===== src/hdl/dhce_ram.sv =====
// Generic single write port, single read port RAM with registered read.
module dhce_ram #(
  parameter int WIDTH = 8,
  parameter int DEPTH = 16
) (
  input  logic                     clk,
  input  logic                     we,
  input  logic [$clog2(DEPTH)-1:0] waddr,
  input  logic [WIDTH-1:0]         wdata,
  input  logic [$clog2(DEPTH)-1:0] raddr,
  output logic [WIDTH-1:0]         rdata
);
  logic [WIDTH-1:0] mem [DEPTH];

  always_ff @(posedge clk) begin
    if (we) begin
      mem[waddr] <= wdata;
    end
    rdata <= mem[raddr];
  end
endmodule


===== config.mk =====
export PLATFORM = sky130hd
export DESIGN_NAME = dhce_ram
export DESIGN_NICKNAME = d
export VERILOG_FILES = /design/src/hdl/dhce_ram.sv
export SDC_FILE = /design/constraint.sdc
export NUM_CORES = 1
export LEC_CHECK = 0
export BUFFER_PORTS_ARGS = -buffer_cell sky130_fd_sc_hd__clkbuf_2
export CAP_MARGIN = 15
export CORE_UTILIZATION = 60
export DETAILED_ROUTE_END_ITERATION = 10
export HOLD_SLACK_MARGIN = 0.08
export MAX_ROUTING_LAYER = met4
export PLACE_DENSITY = 0.8
export SLEW_MARGIN = 15
export SYNTH_ARGS = -nofsm -noshare
export SYNTH_HDL_FRONTEND = slang
export SYNTH_SLANG_ARGS = --single-unit
export TNS_END_PERCENT = 5

===== constraint.sdc =====
create_clock -name clk -period 2.75 [get_ports clk]
set_input_delay 0.55 -clock clk [delete_from_list [all_inputs] [get_ports clk]]
set_output_delay 0.55 -clock clk [all_outputs]
set_load 0.02 [all_outputs]

== Word level (Yosys, flattened, before mapping) ==
Memories as Yosys holds them, arrays and structs flattened. A register that Yosys moved wholly into a read port is not among the register bits.
Index checks and enable logic that the tools add are counted.

* RAM bits: 128
* Logic and storage cells: 3
* Register bits: 0
* Memories kept: 1
* Input port bits: 18
* Output and inout port bits: 8

* Muxes and demuxes: 2

{| class="wikitable"
|+ Memory list
! name !! depth !! width !! rd ports !! clocked after Yosys merged registers in !! write ports !! RTL line !! text
|-
| mem || 16 || 8 || 1 || 1 || 1 || 13 || <nowiki>logic [WIDTH-1:0] mem [DEPTH];</nowiki>
|}

{| class="wikitable"
|+ Operator list
! kind !! number
|-
| two-way mux 1 bit || 2
|}

== Logic depth before layout (Yosys ltp) ==
* Word-level depth: 2
* Gate-level depth with buffers: 5
* Mapped depth without buffers: 3

== Worst setup path after synthesis ==
OpenSTA, ideal clock, no wires.

* Path kind: input to register
* Start point: in waddr[2]
* End point: mem mem[0][0], enable pin
* Arrival time: 1.660 ns
* Required time: 2.367 ns
* Library setup time: 0.383 ns
* Stages on the path: 2
* Setup slack: 0.707 ns
* Cells stage by stage: or3b_2 nor3_1

{| class="wikitable"
|+ RTL lines
! what !! RTL line !! text
|-
| from (decl) || 8 || <nowiki>input logic [$clog2(DEPTH)-1:0] waddr,</nowiki>
|-
| to (decl) || 13 ||
|}

Straight into the memory's write port.

==> impl_metrics.toml <==
[outcome]
status = "complete, no violations"

[cells_and_area]
final_util_pct = 73.0
stdcell_count = 398
area_growth_pct = 17.1
drive_above_1_share_pct = 31.4
nets = 298
num_antenna_cells = 0

[synth]
syn_area_sq_mm = 0.00515
ys_top_cells_by_area = "edfxtp_1, mux4_2, mux4_1"
yosysUniqueCellTypes = 19
postSynthAreaPerCell_sq_um = 22.5
ys.flop_type = "edfxtp_1"
synth_commonest_cells = "edfxtp_1, mux4_2, a22oi_1"
synth_most_common_cell = "edfxtp_1"
synth-edff-count = 128
syn_inst = 229
synth_top_area_share_pct = 74.7
yosysSeqAreaShare_pct = 77.8
syn-num-nets = 247
async_flop_share_pct = 0
synth_seq_cells = 136
yosysWarnings = 0
synth_top_area_cell = "edfxtp_1"

[power_and_ir_drop]
irDropWorstVdd_uv = 451
leakagePower_nw = 2.06
power.total_mw = 4.68
p_per_area_mw_per_mm2 = 777

[die]
fp-row-count = 33
core_sq_mm = 0.00826
ioPinCount = 26
die_area_sq_mm = 0.00895
die_h_um = 94.6
die_w_um = 94.6
start_util_pct = 62.3

[place]
portBuffers = 25
gp_congestion = 0.801
dp_hpwl_um = 6140
dpl.cell_count = 366

[critical_path]
cp_max_fo = 25
cp.required_ps = 3140
path_class = "input port to flop"
worst_setup_path_end_kind = "flop"
cp-start-kind = "input port"
critPathArrivalTime_ps = 2090

[grt]
grt-ovfl-total = 0
antenna_found_initial = 0
grt_pass1_wl_um = 14900
grtUsageTotal_pct = 26.1
first_global_vias = 2495
grt_max_degree = 26

[sta]
fin_tns_setup_ps = 0
worst_pin_slew_ps = 809
hold_viol_final = 0
drv_slew = 0
rsz0062_at_grt = "false"
setup-violations-final = 0
period_share_pct = 62.0
slew_headroom_pct = 45.8
skew_ps = 10.1
fmax_ghz = 0.586
fin_crit_ps = 1710

[clocking]
tritoncts = "built"
hold_buffers = 0
cts.sinks = 136
cts_resized = 0
numCtsBuffers = 17
cts_setup_buffers = 0
clock_latency_ps = 520
htreeDepth = 4
cts.root.buffer_cell = "clkbuf_8"
clock_path_buffers = 2
clk_pin_slew_ps = 60

[routing]
wire_per_inst_um = 25.3
drc = 0
detail_route.iter0.violations = 229
wirelength_um = 10100
viasPerCell = 6.45
ant_nets = 0
num_vias = 2567
first_pass_iters = 4

[worst_hold_path]
hp-class = "input port to flop"

[flow_run]
cap_viol_max_count = 0
-- cell type report --
| cell class | count | area (sq um) |
|---|---|---|
| fillers | 468 | 2230 |
| repair buffers | 42 | 265 |
| clock inverters | 15 | 155 |
| clock buffers | 17 | 414 |
| multi-input cells | 83 | 1060 |
| well taps | 105 | 131 |
| flip-flops and latches | 136 | 4000 |
-- cell usage in the layout, fill, tap and decap left out --
cell,synthesis,layout
or3b_2,1,1
and2_1,1,1
buf_4,1,16
nand2_1,9,9
clkbuf_16,0,16
a22oi_1,16,16
edfxtp_1,128,128
inv_6,0,1
nor3_1,4,4
and2b_1,1,1
nand2b_1,2,2
clkinv_1,0,1
clkinv_4,0,4
clkinvlp_4,0,5
dfxtp_1,8,8
nor2_1,13,13
nand3_1,1,1
clkbuf_8,0,1
clkbuf_2,0,25
mux4_1,14,14
nand3b_1,2,2
bufinv_16,0,2
buf_12,0,1
nor2b_1,1,1
clkinv_2,0,2
mux4_2,18,18
-- final timing paths --
path                            startpoint  depth (start not counted)         to  slack [ps]
worst max-delay path              raddr[1]                          5   rdata[5]        1040
worst min-delay path              wdata[1]                          1  mem[2][1]         440
worst max register to register   mem[8][5]                          3   rdata[5]        1340
worst min register to register  mem[12][7]                          3   rdata[7]         680
-- report_power, final --
part	internal [mW]	leakage, nW	switching (mW)
sequential	2.32	1.22	0.0162
clock	1.29	0.264	0.834
combinational	0.0912	0.568	0.139
-- sequential cells by signal, summed over array words and instances, names as in the netlist --
signal / cells
rdata: 8
mem: 128
-- per-stage QoR --
stage	hold slack [ps]	area (sq um)	setup WS (ps)
global route	453	6030	1010
finish	445	6030	1040
CTS	445	6030	1060
detailed placement	655	5460	535
floorplan	629	5150	707
global placement	648	5460	594
-- critical path, cell delays in order --
cell      delay [ps]
clkbuf_2         540
buf_4            280
mux4_1           280
a22oi_1          330
nand2_1          100
-- cell families (layout without fill, tap and decap cells) --
kind of cell,count (synthesis),in the layout,share of synthesized area [%]
multiplexers,32,32,15.0
AO/OA/AOI/OAI,16,16,2.33
flip-flops,136,136,77.8
AND/OR/NAND/NOR,35,35,3.18
buffers and inverters,10,74,1.68
-- metal layers --
metal / track usage, % / up-vias / routed length [um]
li1: - / 1081 / -
met1: 36.3 / 1328 / 4220
met2: 37.1 / 132 / 4840
met3: 7.33 / 26 / 694
met4: 10.2 / 0 / 295
met5: - / - / 0
Power figures use the tool's default switching activity.
