--- src/hdl/dhce_divider.sv ---
// Restoring divider, one quotient bit per cycle.
module dhce_divider #(
  parameter int NW = 64,
  parameter int DW = 40
) (
  input  logic          clk,
  input  logic          rst,
  input  logic          start,
  input  logic [NW-1:0] num,
  input  logic [DW-1:0] den,
  output logic          busy,
  output logic [NW-1:0] quot
);
  logic [NW-1:0]        q;
  logic [DW:0]          rem;
  logic [$clog2(NW+1)-1:0] cnt;
  logic [DW+1:0]        trial;

  assign trial = {rem, q[NW-1]} - {2'b00, den};
  assign quot  = q;

  always_ff @(posedge clk) begin
    if (rst) begin
      busy <= 1'b0;
      cnt  <= '0;
    end else if (start) begin
      busy <= 1'b1;
      cnt  <= ($clog2(NW+1))'(NW);
    end else if (busy) begin
      cnt <= cnt - 1'b1;
      if (cnt == ($clog2(NW+1))'(1)) begin
        busy <= 1'b0;
      end
    end
  end

  always_ff @(posedge clk) begin
    if (start) begin
      q   <= num;
      rem <= '0;
    end else if (busy) begin
      if (!trial[DW+1]) begin
        rem <= trial[DW:0];
        q   <= {q[NW-2:0], 1'b1};
      end else begin
        rem <= {rem[DW-1:0], q[NW-1]};
        q   <= {q[NW-2:0], 1'b0};
      end
    end
  end
endmodule

--- config.mk ---
export PLATFORM = sky130hd
export DESIGN_NAME = dhce_divider
export DESIGN_NICKNAME = d
export VERILOG_FILES = /design/src/hdl/dhce_divider.sv
export SDC_FILE = /design/constraint.sdc
export NUM_CORES = 1
export LEC_CHECK = 0
export BUFFER_PORTS_ARGS = -buffer_cell sky130_fd_sc_hd__buf_2
export CORE_MARGIN = 2
export CORE_UTILIZATION = 35
export CTS_CLUSTER_DIAMETER = 40
export DETAILED_ROUTE_END_ITERATION = 10
export PLACE_DENSITY_LB_ADDON = 0.3
export SYNTH_ARGS = -nofsm -noshare
export SYNTH_HDL_FRONTEND = slang
export SYNTH_SLANG_ARGS = --single-unit
--- constraint.sdc ---
create_clock -name clk -period 7.47 [get_ports clk]
set_clock_uncertainty 0.2 [all_clocks]
set_input_delay 1.1205 -clock clk [delete_from_list [all_inputs] [get_ports clk]]
set_output_delay 1.1205 -clock clk [all_outputs]
set_load 0.1 [all_outputs]
# Word level (Yosys, flattened, before mapping)
# Index checks and enable logic that the tools add are counted.
# word_totals
ramBits	0
in_bits	107
word_cells	19
romBits	0
out_inout_bits	65
reg_bits	113
latch_bits	0
memories	0
# op_classes
muxes	9
mul	0
div_mod_pow	0
bitwise	0
add_sub_neg	2
n_eq_ne	1
shift	0
order_cmp	0
reduce_logical	2
# ops
operator	n
$mux 64	2
$sub 42x40->42	1
$mux 41	1
$mux 7	2
$eq 7x1->1 const B	1
$sub 7x1->7 const B	1
$mux 1	4
$reduce_bool 2->1	1
$reduce_or 2->1	1

# Logic depth before layout (Yosys ltp)
# Gate-level depths: netlist of run 1.
# depth
depth_word	4
depth_mapped	14

# Worst setup path before layout of run 1
# No wires, ideal clock.
# synth_timing
kind	input to register
from	in den[20]
to	reg rem[38]
arrival_time_ns	3.436
setup_slack_ns	3.719
required_ns	7.154
setup_ns	0.116
cell_stages	12
path_cell_list	inv_1 -> ha_1 -> buf_6 -> a21oi_4 -> nand2_2 -> a221oi_4 -> nand4_1 -> and4_1 -> a221o_2 -> o31a_1 -> xor2_1 -> a31o_1
# synth_via
elab_chain_len	2
# synth_lines
element	line_no	text
from (decl)	10	input logic [DW-1:0] den,
$sub 42x40->42	19	assign trial = {rem, q[NW-1]} - {2'b00, den};
$mux 41	42	if (!trial[DW+1]) begin
to (signal assigned)	43	rem <= trial[DW:0];
to (signal assigned)	46	rem <= {rem[DW-1:0], q[NW-1]};
to (decl)	15	logic [DW:0] rem;
# Every way passes these cells.
# A chain may end at the register's enable or synchronous reset.

# Final worst setup path of run 1
# layout_timing
from	in den[4]
to	reg rem[29]
# Same word-level chain as after synthesis.

==> summary.txt, run 1 <==
Layout
  • Final Core Density: between 40 and 50%
  • ANT cells: 0
  • P&R area growth vs syn: 22.6%
  • Fin nets: 1043
  • Non-filler cells in the finished layout: between 1000 and 1500
  • Fin area: approximately 0.0090 mm2
  • Share of cells above drive strength 1: 32.5%

CTS
  • Root buffer cell: clkbuf_16
  • Setup bufs post-CTS: 0
  • Hold_buf cts: 0
  • Longest Clk Path Bufs: 2
  • CTS clk-pin slew, worst paths: 60 ps
  • CTS tree: built
  • Clock buffer count from CTS: 17
  • Htree depth: 4
  • Latest clock arrival within the worst-skew pair: approximately 420 ps
  • Sink Count: ~110
  • PostCTS Resize Cnt: 0

Floorplanning
  • Die height: 149 um
  • Die W: approximately 150 um
  • Core ar.: approximately 0.020 mm2
  • Initial core utilization: approximately 36%
  • Row Count: 52
  • I/O Pins: 172
  • Total die area: 0.0221 mm2

Setup path
  • CP Depth: 13
  • Largest stage delay on the critical path: roughly 630 ps
  • Worst setup path category: input port to flop
  • CP Launch Type: input port
  • Worst endpoint required time: 7520 ps
  • Critical path arrival: 4200 ps
  • Delay-heaviest family, CP: compound AO/OA/AOI/OAI gates
  • FF-to-FF End: rem[29]
  • Crit-path slowest cell: buf_4
  • R2r worst-path depth: 11
  • Critical path fanouts, max: 43
  • Combined buffer and inverter count along the critical path: 3
  • R2R Setup Slk: about 3800 ps
  • Reg-to-Reg Start: rem[12]
  • CP cell instances: buf_2 > inv_1 > ha_1 > a21o_1 > a31o_1 > o211ai_1 > nand3_2 > a31oi_4 > nor3_1 > nor3b_4 > buf_4 > mux2i_1 > a211oi_1
  • Critical Path Sink Type: flop

Timing
  • Final setup viols: 0
  • Setup TNS: 0 ps
  • Fmax: 241 MHz
  • Final period utilization: 55.5%
  • Hold Violations, Final: 0
  • RSZ-0062 raised after global routing: false
  • Final WS setup: 3320 ps
  • Final worst path period need: 4150 ps
  • Worst slew pin tran: ~810 ps
  • Rel. slew slack: between 40% and 50%
  • Slew Limit Fails: 0
  • Worst hold slack: approximately 290 ps

Drt
  • Vias: 5886
  • Detailed Route Iter0 Violations: 290
  • Routed WL per cell: 15.5 um
  • Detailed Route WL: roughly 18000 um
  • Post-DRT Antenna Nets: 0
  • Vias/cell: 5.01
  • # DRC: 0
  • Detailed Routing Iterations Pass 1: 4

Placed design
  • Placed cells: approximately 1100
  • Dpl ws: just under 3000 ps
  • Area post-placement: about 0.0084 mm2
  • Final RePlAce weighted congestion: 0.856
  • Port bufs: 171
  • Hpwl dp: 13400 um

Yosys
  • Fraction of registers with async set/reset: 0%
  • Register area share after synthesis: 39.7%
  • Top cell type's share of synthesized area: 26.3%
  • FF+latch count, synth: about 110
  • Mapped cell area: about 0.0073 mm2
  • Post-synth EDFFs: 64
  • YS warnings: 0
  • Dominant synthesized flop cell: edfxtp_1
  • Post-Syn Nets: about 900
  • Post-Syn Instances: 733
  • Yosys cell types: 73
  • Post-synth top cells: 64 x edfxtp_1, 64 x mux2_2, 58 x nor2_1
  • Synthesized area per cell: 9.98 um2
  • Top post-synthesis cells by area: edfxtp_1 26%, dfxtp_1 13%, mux2_2 9.9%, ha_1 7.2%, mux2i_1 4.5%
  • Synth area leader: edfxtp_1

Job
  • Max Cap Viol: 0

Min path
  • Hold path start: rem[23]
  • Worst min path class: flop to flop
  • Hold Crit Depth: 2
  • Hold Path Sink: rem[23]

Power and ir drop
  • Total Power: 2.30 mW
  • VDD IR max: 0.000170 V
  • Pwr Density: roughly 260 mW/mm2
  • Leak: 3.85 nW

GRT
  • First-pass GRT wire length: 29700 um
  • Largest net degree at the start of global routing: slightly below 70
  • Global Route Usage Sum: 16.9%
  • Vias in the first global route: ~5900
  • Antenna violations before repair: 1
  • Gr ovfl total: 0

Outcome
  • Status: finished clean
==> tightest hold or removal path, stage by stage, from the launching register on <==
cell	delay, ps
dfxtp_1	320
nand2_1	50
o21ai_0	60
==> routing by layer <==
| metal | GRT usage (%) | routed length [um] |
|---|---|---|
| met1 | 22.1 | 8470 |
| met2 | 27.7 | 8590 |
| met3 | 4.17 | 885 |
| met4 | 5.33 | 318 |
| met5 | 0 | 13 |
==> flip-flops by register name, summed over array words and instances, names as in the netlist <==
register	flops
cnt	7
busy	1
rem	41
quot	64
==> report_power, final <==
part	switching [mW]	leakage (nW)	internal, mW
clock network	0.345	0.288	0.476
logic	0.507	2.52	0.209
registers	0.0354	1.05	0.726
total	0.888	3.85	1.41
==> placed cells by master (no fill, tap or decap), types with 3 or more instances in the layout <==
cell type	netlist	final
nor3b_1	3	3
o211ai_1	4	4
and2_1	7	7
buf_4	5	6
a211oi_1	30	30
o21bai_1	7	7
and3_1	3	3
a21o_1	16	16
xor2_1	14	14
nand2b_1	5	5
o21ai_1	6	6
nor2_1	58	58
o21ai_0	29	29
mux2i_1	33	33
or2_2	3	3
nand2_1	48	48
a31oi_1	5	5
nor3_1	10	10
inv_1	52	51
edfxtp_1	64	64
nand4_1	7	7
a21oi_1	40	40
o2111ai_1	3	3
xnor2_1	25	25
nand3_1	12	12
buf_2	6	170
inv_8	0	4
mux2_2	64	64
nor4_1	3	3
a22o_1	3	3
o21a_1	3	3
clkbuf_16	0	17
dfxtp_1	49	48
inv_6	0	8
ha_1	42	42
nor2b_1	5	5
==> how the worst max path moves through the flow <==
stage            start      end  slack (ps)
6_report        den[4]  rem[29]        3320
5_1_grt         den[4]   rem[8]        3060
4_1_cts         den[4]  rem[10]        3320
3_5_place_dp    den[4]  rem[10]        2900
3_3_place_gp    den[4]  rem[39]        2970
2_1_floorplan  den[20]  rem[38]        3720
==> cell type report <==
| cell class | instances | area, um2 |
|---|---|---|
| Fill cell | 1983 | 11400 |
| Multi-Input combinational cell | 533 | 4050 |
| Sequential cell | 113 | 2900 |
| Timing Repair Buffer | 176 | 896 |
| Clock buffer | 17 | 425 |
| Tap cell | 270 | 338 |
| Inverter | 52 | 195 |
| Clock inverter | 15 | 161 |
==> cells by family after synthesis <==
group	Yosys count	synth area share, %
AOI/OAI and AO/OA	177	17.0
xor gates and xnor gates	39	4.67
DFF	113	39.7
and+or+nand+nor	177	11.8
buffers and inverters	87	5.03
adders and majority gates	43	7.46
muxes	97	14.4
(Power assumes the default switching activity.)
==> run 2, diff against run 1 <==
--- a/config.mk
+++ b/config.mk
@@ -5,6 +5,7 @@
 export SDC_FILE = /design/constraint.sdc
 export NUM_CORES = 1
 export LEC_CHECK = 0
+export ABC_AREA = 1
 export BUFFER_PORTS_ARGS = -buffer_cell sky130_fd_sc_hd__buf_2
 export CORE_MARGIN = 2
 export CORE_UTILIZATION = 35
==> constraint.sdc (replaced) <==
create_clock -name clk -period 3.53 [get_ports clk]
set_clock_uncertainty 0.2 [all_clocks]
set_input_delay 0.5295 -clock clk [delete_from_list [all_inputs] [get_ports clk]]
set_output_delay 0.5295 -clock clk [all_outputs]
set_load 0.1 [all_outputs]
==> run 2 against run 1 <==
Net effect: synthesized area is 14% higher; sequential share of layout area is 3.6 points lower; global-route usage is 1.8 points higher; via count is 38% higher; critical path depth is 4 lower; wire length is 25% higher; clock power is 110% higher; synthesized cell count is 79% higher; sequential cell count stayed put; design area is 12% higher; combinational power grew to 2.6 times the previous value; largest cell class unchanged.
==> summary.txt, run 2 <==
Layout
  • P&R area growth vs syn: 20.8%
  • Most frequent cells in the layout: 623 x nand2_1, 223 x inv_1, 171 x buf_2, 77 x nor2_1, 70 x nand3_1
  • ANT cells: 0 (unchanged)
  • Fin nets: 1627 (+56%)
  • Most common cell after layout, fill and taps aside: nand2_1
  • # fillers: 2543 (+28%)
  • Reg area: 0.00290 mm2 (about the same)
  • Area occupied by multi-input gates: 0.00444 mm2 (+9.6%)
  • Share of cells above drive strength 1: 16.0% (-16 points)
  • Max FFs per register: 64 (unchanged)

Timing
  • Fmax: 373 MHz
  • Setup TNS: 0 ps (unchanged)
  • Final setup viols: 0 (unchanged)
  • Final worst path period need: 2680 ps
  • Rel. slew slack: 27.6% (-18 points)
  • RSZ-0062 raised after global routing: false
  • Worst slew pin tran: 1090 ps (+273 ps)
  • Final period utilization: between 70% and 80%
  • Slew Limit Fails: 0 (unchanged)
  • Worst hold slack: 171 ps (-115 ps)
  • Hold Violations, Final: 0 (unchanged)

Outcome
  • Status: finished clean

CTS
  • Root buffer cell: clkbuf_16
  • CTS clk-pin slew, worst paths: 70 ps (about the same)
  • Sink Count: 113 (unchanged)
  • Htree depth: 4 (unchanged)
  • PostCTS Resize Cnt: 0 (unchanged)
  • Hold_buf cts: 0 (unchanged)
  • Clock buffer count from CTS: 17 (unchanged)
  • CTS tree: built
  • Latest clock arrival within the worst-skew pair: 420 ps (about the same)
  • Setup bufs post-CTS: 0 (unchanged)
  • Longest Clk Path Bufs: 2 (unchanged)

GRT
  • Global Route Usage Sum: 18.7% (+1.8 points)
  • Antenna violations before repair: 0 (-1)
  • Vias in the first global route: 7644 (+30%)
  • Gr ovfl total: 0 (unchanged)
  • First-pass GRT wire length: 37200 um (+25%)
  • Largest net degree at the start of global routing: 65 (-4.4%)

Yosys
  • Mapped cell area: 0.00834 mm2 (+14%)
  • FF+latch count, synth: 113 (unchanged)
  • Post-Syn Nets: 1462 (+66%)
  • Dominant synthesized flop cell: edfxtp_1
  • Most numerous cell in the Yosys netlist: nand2_1
  • Post-Syn Instances: 1312 (+79%)
  • YS warnings: 0 (unchanged)
  • Top cell type's share of synthesized area: 28.0% (+1.8 points)
  • Post-synth top cells: 623 x nand2_1, 224 x inv_1, 79 x nor2_1
  • Fraction of registers with async set/reset: 0% (unchanged)
  • Synthesized area per cell: 6.36 um2 (-36%)
  • Register area share after synthesis: 34.8% (-4.9 points)
  • Synth area leader: nand2_1
  • Post-synth EDFFs: 64 (unchanged)
  • Yosys cell types: 39 (-47%)
  • Top post-synthesis cells by area: nand2_1 28%, edfxtp_1 23%, dfxtp_1 12%, inv_1 10%, ha_1 6.3%

Placed design
  • Port bufs: 171 (unchanged)
  • Hpwl dp: 17200 um (+29%)
  • Final RePlAce weighted congestion: 0.907 (+6.0%)

Drt
  • Vias/cell: 4.50 (-10%)
  • Routed WL per cell: 12.6 um (-19%)
  • # DRC: 0 (unchanged)
  • Detailed Routing Iterations Pass 1: 6 (+2)
  • Detailed Route WL: 22800 um (+25%)
  • Vias: 8134 (+38%)
  • Detailed Route Iter0 Violations: 479 (+65%)
  • Post-DRT Antenna Nets: 0 (unchanged)

Power and ir drop
  • Sw power: 2.24 mW (+150%)
  • Clk pwr share: 33.4% (-2.3 points)
  • Leak: 5.70 nW (+48%)
  • Pwr Density: 523 mW/mm2 (+100%)
  • Comb power frac: 35.3% (+4.2 points)
  • Power Internal: 3.03 mW (+110%)
  • VDD IR max: 0.000267 V (+57%)
  • Seq pwr share: 31.3% (-1.8 points)
  • Switching Share: 42.5% (+3.9 points)

Setup path
  • Worst setup path category: flop to flop
  • Critical path arrival: 2630 ps (-1570 ps)
  • CP Launch Type: flop
  • Critical Path Sink Type: flop
  • R2R Setup Slk: 850 ps (-2980 ps)
  • Critical path fanouts, max: 42 (-2.3%)
  • Worst endpoint required time: 3480 ps (-4040 ps)

Floorplanning
  • Row Count: 56 (+7.7%)
  • Die W: 158 um (+6.6%)
  • Core ar.: 0.0234 mm2 (+15%)
  • I/O Pins: 172 (unchanged)
  • Die height: 158 um (+6.6%)
  • Initial core utilization: 35.6% (-0.28 points)
  • Total die area: 0.0251 mm2 (+14%)

Min path
  • Worst min path class: input port to flop

Job
  • Max Cap Viol: 0 (unchanged)
==> run 2: worst paths after layout <==
kind	depth (start not counted)	from	endpoint
min	3	num[45]	quot[45]
max reg2reg	9	rem[23]	quot[0]
max	9	rem[23]	quot[0]
min reg2reg	2	rem[20]	rem[20]
==> run 2: area by class of cell <==
cell class	instances	area share, %
Sequential cell	113	28.8
Tap cell	319	3.96
Multi-Input combinational cell	944	44.0
Clock buffer	17	4.22
Inverter	226	8.42
Timing Repair Buffer	175	8.92
Clock inverter	15	1.60
==> run 2: metrics by stage <==
step / power [mW] / worst slack (ps) / util [%] / cell area (um2) / cells
floorplan: 3.19 / 339 / - / 8340 / 1312
global placement: 3.53 / 544 / 40.5 / 9480 / 1777
detailed placement: 3.54 / 491 / 40.5 / 9480 / 1777
CTS: 5.33 / 843 / 43.0 / 10100 / 1809
global route: 5.58 / 641 / 43.0 / 10100 / 1809
finish: 5.27 / 848 / 43.0 / 10100 / 1809
==> run 2: logic make-up after synthesis <==
group / after synthesis / synth area share (%)
flip-flops: 113 / 34.8
AND/OR/NAND/NOR: 808 / 39.2
XOR/XNOR: 27 / 2.84
buffers and inverters: 255 / 12.1
AO/OA/AOI/OAI: 66 / 4.53
adder cells (fa/ha/maj): 43 / 6.54
==> run 2: worst max-delay path: stages (launching register included) <==
cell,delay [ps]
dfxtp_1,330
ha_1,330
a21oi_1,230
nand2_1,150
a21oi_1,220
nand2_1,130
nand2_2,130
nand4_1,140
nand2_4,410
o21ai_0,120
==> run 2: routing by layer <==
| layer | share of wire [%] | wire length [um] | track usage, % | vias to the layer above |
|---|---|---|---|---|
| met4 | 2.1 | 478 | 6.48 | 0 |
| met1 | 47 | 10800 | 24.8 | 3571 |
| li1 | - | - | - | 4321 |
| met2 | 45 | 10400 | 30.1 | 203 |
| met5 | 0 | 0 | 0 | - |
| met3 | 5.0 | 1150 | 3.95 | 39 |
==> run 2: power groups by stage <==
stage / Combinational (mW) / Clock, mW / Sequential [mW]
final: 1.86 / 1.76 / 1.65
after global routing: 2.06 / 1.86 / 1.67
after CTS: 1.87 / 1.81 / 1.65
after detailed placement: 1.87 / 0 / 1.67
after global placement: 1.86 / 0 / 1.67
after floorplan: 0.953 / 0 / 2.23
==> run 3, diff against run 2 <==
--- a/config.mk
+++ b/config.mk
@@ -5,7 +5,7 @@
 export SDC_FILE = /design/constraint.sdc
 export NUM_CORES = 1
 export LEC_CHECK = 0
-export ABC_AREA = 1
+export ABC_AREA = 0
 export BUFFER_PORTS_ARGS = -buffer_cell sky130_fd_sc_hd__buf_2
 export CORE_MARGIN = 2
 export CORE_UTILIZATION = 35
==> constraint.sdc (replaced) <==
create_clock -name clk -period 2.65 [get_ports clk]
set_clock_uncertainty 0.2 [all_clocks]
set_input_delay 0.3975 -clock clk [delete_from_list [all_inputs] [get_ports clk]]
set_output_delay 0.3975 -clock clk [all_outputs]
set_load 0.1 [all_outputs]
==> run 3 against run 2 <==
Net effect: the flow now finishes with violations (negative setup slack); global-route usage rose by 1.2 points; register-to-register slack got worse by 1300 ps; largest power group unchanged; largest cell class unchanged; critical path type unchanged; fmax fell by 14%.
==> summary.txt, run 3 (synthesis results as in run 1) <==
Layout
  • Final Core Density: 53.1% (+10 points)
  • ANT cells: 0 (unchanged)
  • Most common cell after layout, fill and taps aside: buf_4
  • Fin nets: 1226 (-25%)
  • Most frequent cells in the layout: 172 x buf_4, 170 x buf_2, 64 x edfxtp_1, 63 x mux2_2, 57 x nor2_1
  • P&R area growth vs syn: 47.9%
  • Max FFs per register: 64 (unchanged)
  • Share of cells above drive strength 1: 47.8% (+32 points)

GRT
  • First-pass GRT wire length: 34500 um (-7.2%)
  • Met3 Use GR: 3.37% (-0.57 points)
  • Antenna violations before repair: 0 (unchanged)
  • Gr ovfl total: 0 (unchanged)
  • Largest net degree at the start of global routing: 41 (-37%)
  • Met2 usage: 34.1% (+4.0 points)
  • Global Route Usage Sum: 19.9% (+1.2 points)
  • Met1 Usage GRT: 25.9% (+1.1 points)
  • Vias in the first global route: 6777 (-11%)
  • GRT busiest layer: met2

Outcome
  • Status: finished, violations left
  • Failing checks: negative setup slack

Job
  • Max Cap Viol: 0 (unchanged)

Setup path
  • Critical path fanouts, max: 3 (-93%)
  • Critical path arrival: 3220 ps (+590 ps)
  • Crit-path slowest cell: a221o_2
  • Critical Path Sink Type: flop
  • Largest stage delay on the critical path: 410 ps (about the same)
  • Worst endpoint required time: 2770 ps (-710 ps)
  • CP cell instances: inv_2 > ha_4 > fa_2 > nor2b_4 > o2111ai_4 > a311o_1 > nand4_1 > and4_1 > a221o_2 > o31a_1 > xor2_1 > a31o_1
  • Combined buffer and inverter count along the critical path: 1 (+1)
  • Worst setup path category: flop to flop
  • CP Launch Type: flop
  • Delay-heaviest family, CP: compound AO/OA/AOI/OAI gates

CTS
  • Sink Count: 113 (unchanged)
  • CTS tree: built
  • Root buffer cell: clkbuf_16
  • Latest clock arrival within the worst-skew pair: 430 ps (about the same)
  • Clock buffer count from CTS: 17 (unchanged)
  • CTS clk-pin slew, worst paths: 70 ps (about the same)
  • Htree depth: 4 (unchanged)
  • Longest Clk Path Bufs: 2 (unchanged)

Placed design
  • Port bufs: 171 (unchanged)
  • Hpwl dp: 15700 um (-8.7%)
  • Final RePlAce weighted congestion: 0.852 (-6.0%)
  • Dpl ws: -597 ps (-1090 ps)

Drt
  • Detailed Route WL: 22000 um (-3.9%)
  • Routed WL per cell: 16.2 um (+28%)
  • Detailed Route Iter0 Violations: 360 (-25%)
  • Vias/cell: 4.93 (+9.7%)
  • Vias: 6705 (-18%)
  • Post-DRT Antenna Nets: 0 (unchanged)
  • Detailed Routing Iterations Pass 1: 5 (-1)
  • # DRC: 0 (unchanged)

Timing
  • Rel. slew slack: 59.6% (+32 points)
  • Final WS setup: -453 ps (-1300 ps)
  • Final setup viols: 42 (+42)
  • RSZ-0062 raised after global routing: true
  • Hold Violations, Final: 0 (unchanged)
  • Worst slew pin tran: 605 ps (-480 ps)
  • Final worst path period need: 3100 ps (+422 ps)
  • Final period utilization: 117% (+41 points)
  • Fmax: 322 MHz (-14%)
  • Slew Limit Fails: 0 (unchanged)

Min path
  • Worst min path class: input port to flop

Floorplanning
  • Initial core utilization: 35.9% (+0.28 points)
  • Die W: 149 um (-6.2%)
  • Core ar.: 0.0204 mm2 (-13%)
  • I/O Pins: 172 (unchanged)
  • Total die area: 0.0221 mm2 (-12%)
  • Row Count: 52 (-7.1%)
  • Die height: 149 um (-6.2%)

Power and ir drop
  • Pwr Density: 656 mW/mm2 (+26%)
  • VDD IR max: 0.000435 V (+63%)
  • Leak: 4.86 nW (-15%)
-- run 3: final cells by class --
type | instances | area (um2)
clock buffers | 17 | 425
clock inverters | 15 | 171
fillers | 1859 | 9550
inverters | 52 | 199
multi-input cells | 533 | 4370
flip-flops and latches | 113 | 2900
well taps | 270 | 338
repair buffers | 359 | 2410
-- run 3: power breakdown --
part | leakage [nW] | switching [mW] | internal [mW]
Sequential | 1.05 | 0.101 | 2.05
Combinational | 3.53 | 1.60 | 0.979
Clock | 0.292 | 0.958 | 1.41
-- run 3: per-layer routing --
metal | up-vias | wire [um]
li1 | 3384 | -
met1 | 3203 | 10100
met2 | 101 | 11100
met3 | 17 | 526
met4 | 0 | 265
met5 | - | 0
-- run 3: path summary, 6_finish.rpt --
| path | start | to | slack (ps) | depth (start not counted) |
|---|---|---|---|---|
| hold / removal | num[42] | quot[42] | 60 | 2 |
| hold reg to reg | rem[5] | rem[5] | 270 | 2 |
| setup / recovery | quot[63] | rem[38] | -450 | 12 |
| setup reg to reg | quot[63] | rem[38] | -450 | 12 |
-- run 3: timing repair --
action	in CTS	in global routing
hold endpoints to repair	2	0
resized for setup	28	31
gates cloned	4	0
setup endpoints to repair	42	42
setup buffers	10	7
hold buffers	1	0
pin swaps	24	25
-- run 3: metrics by stage --
stage               instance area [um2]  TNS (ps)  power, mW  hold WS [ps]  std cells
detailed placement                 9720    -22050       4.57           265       1308
floorplan                          7390    -25310       3.85           244        733
global placement                   9720    -20990       4.55           262       1308
finish                            10800    -13320       7.10          64.4       1359
CTS                               10600    -11490       7.09          52.3       1355
global route                      10800    -19050       7.41          59.0       1359
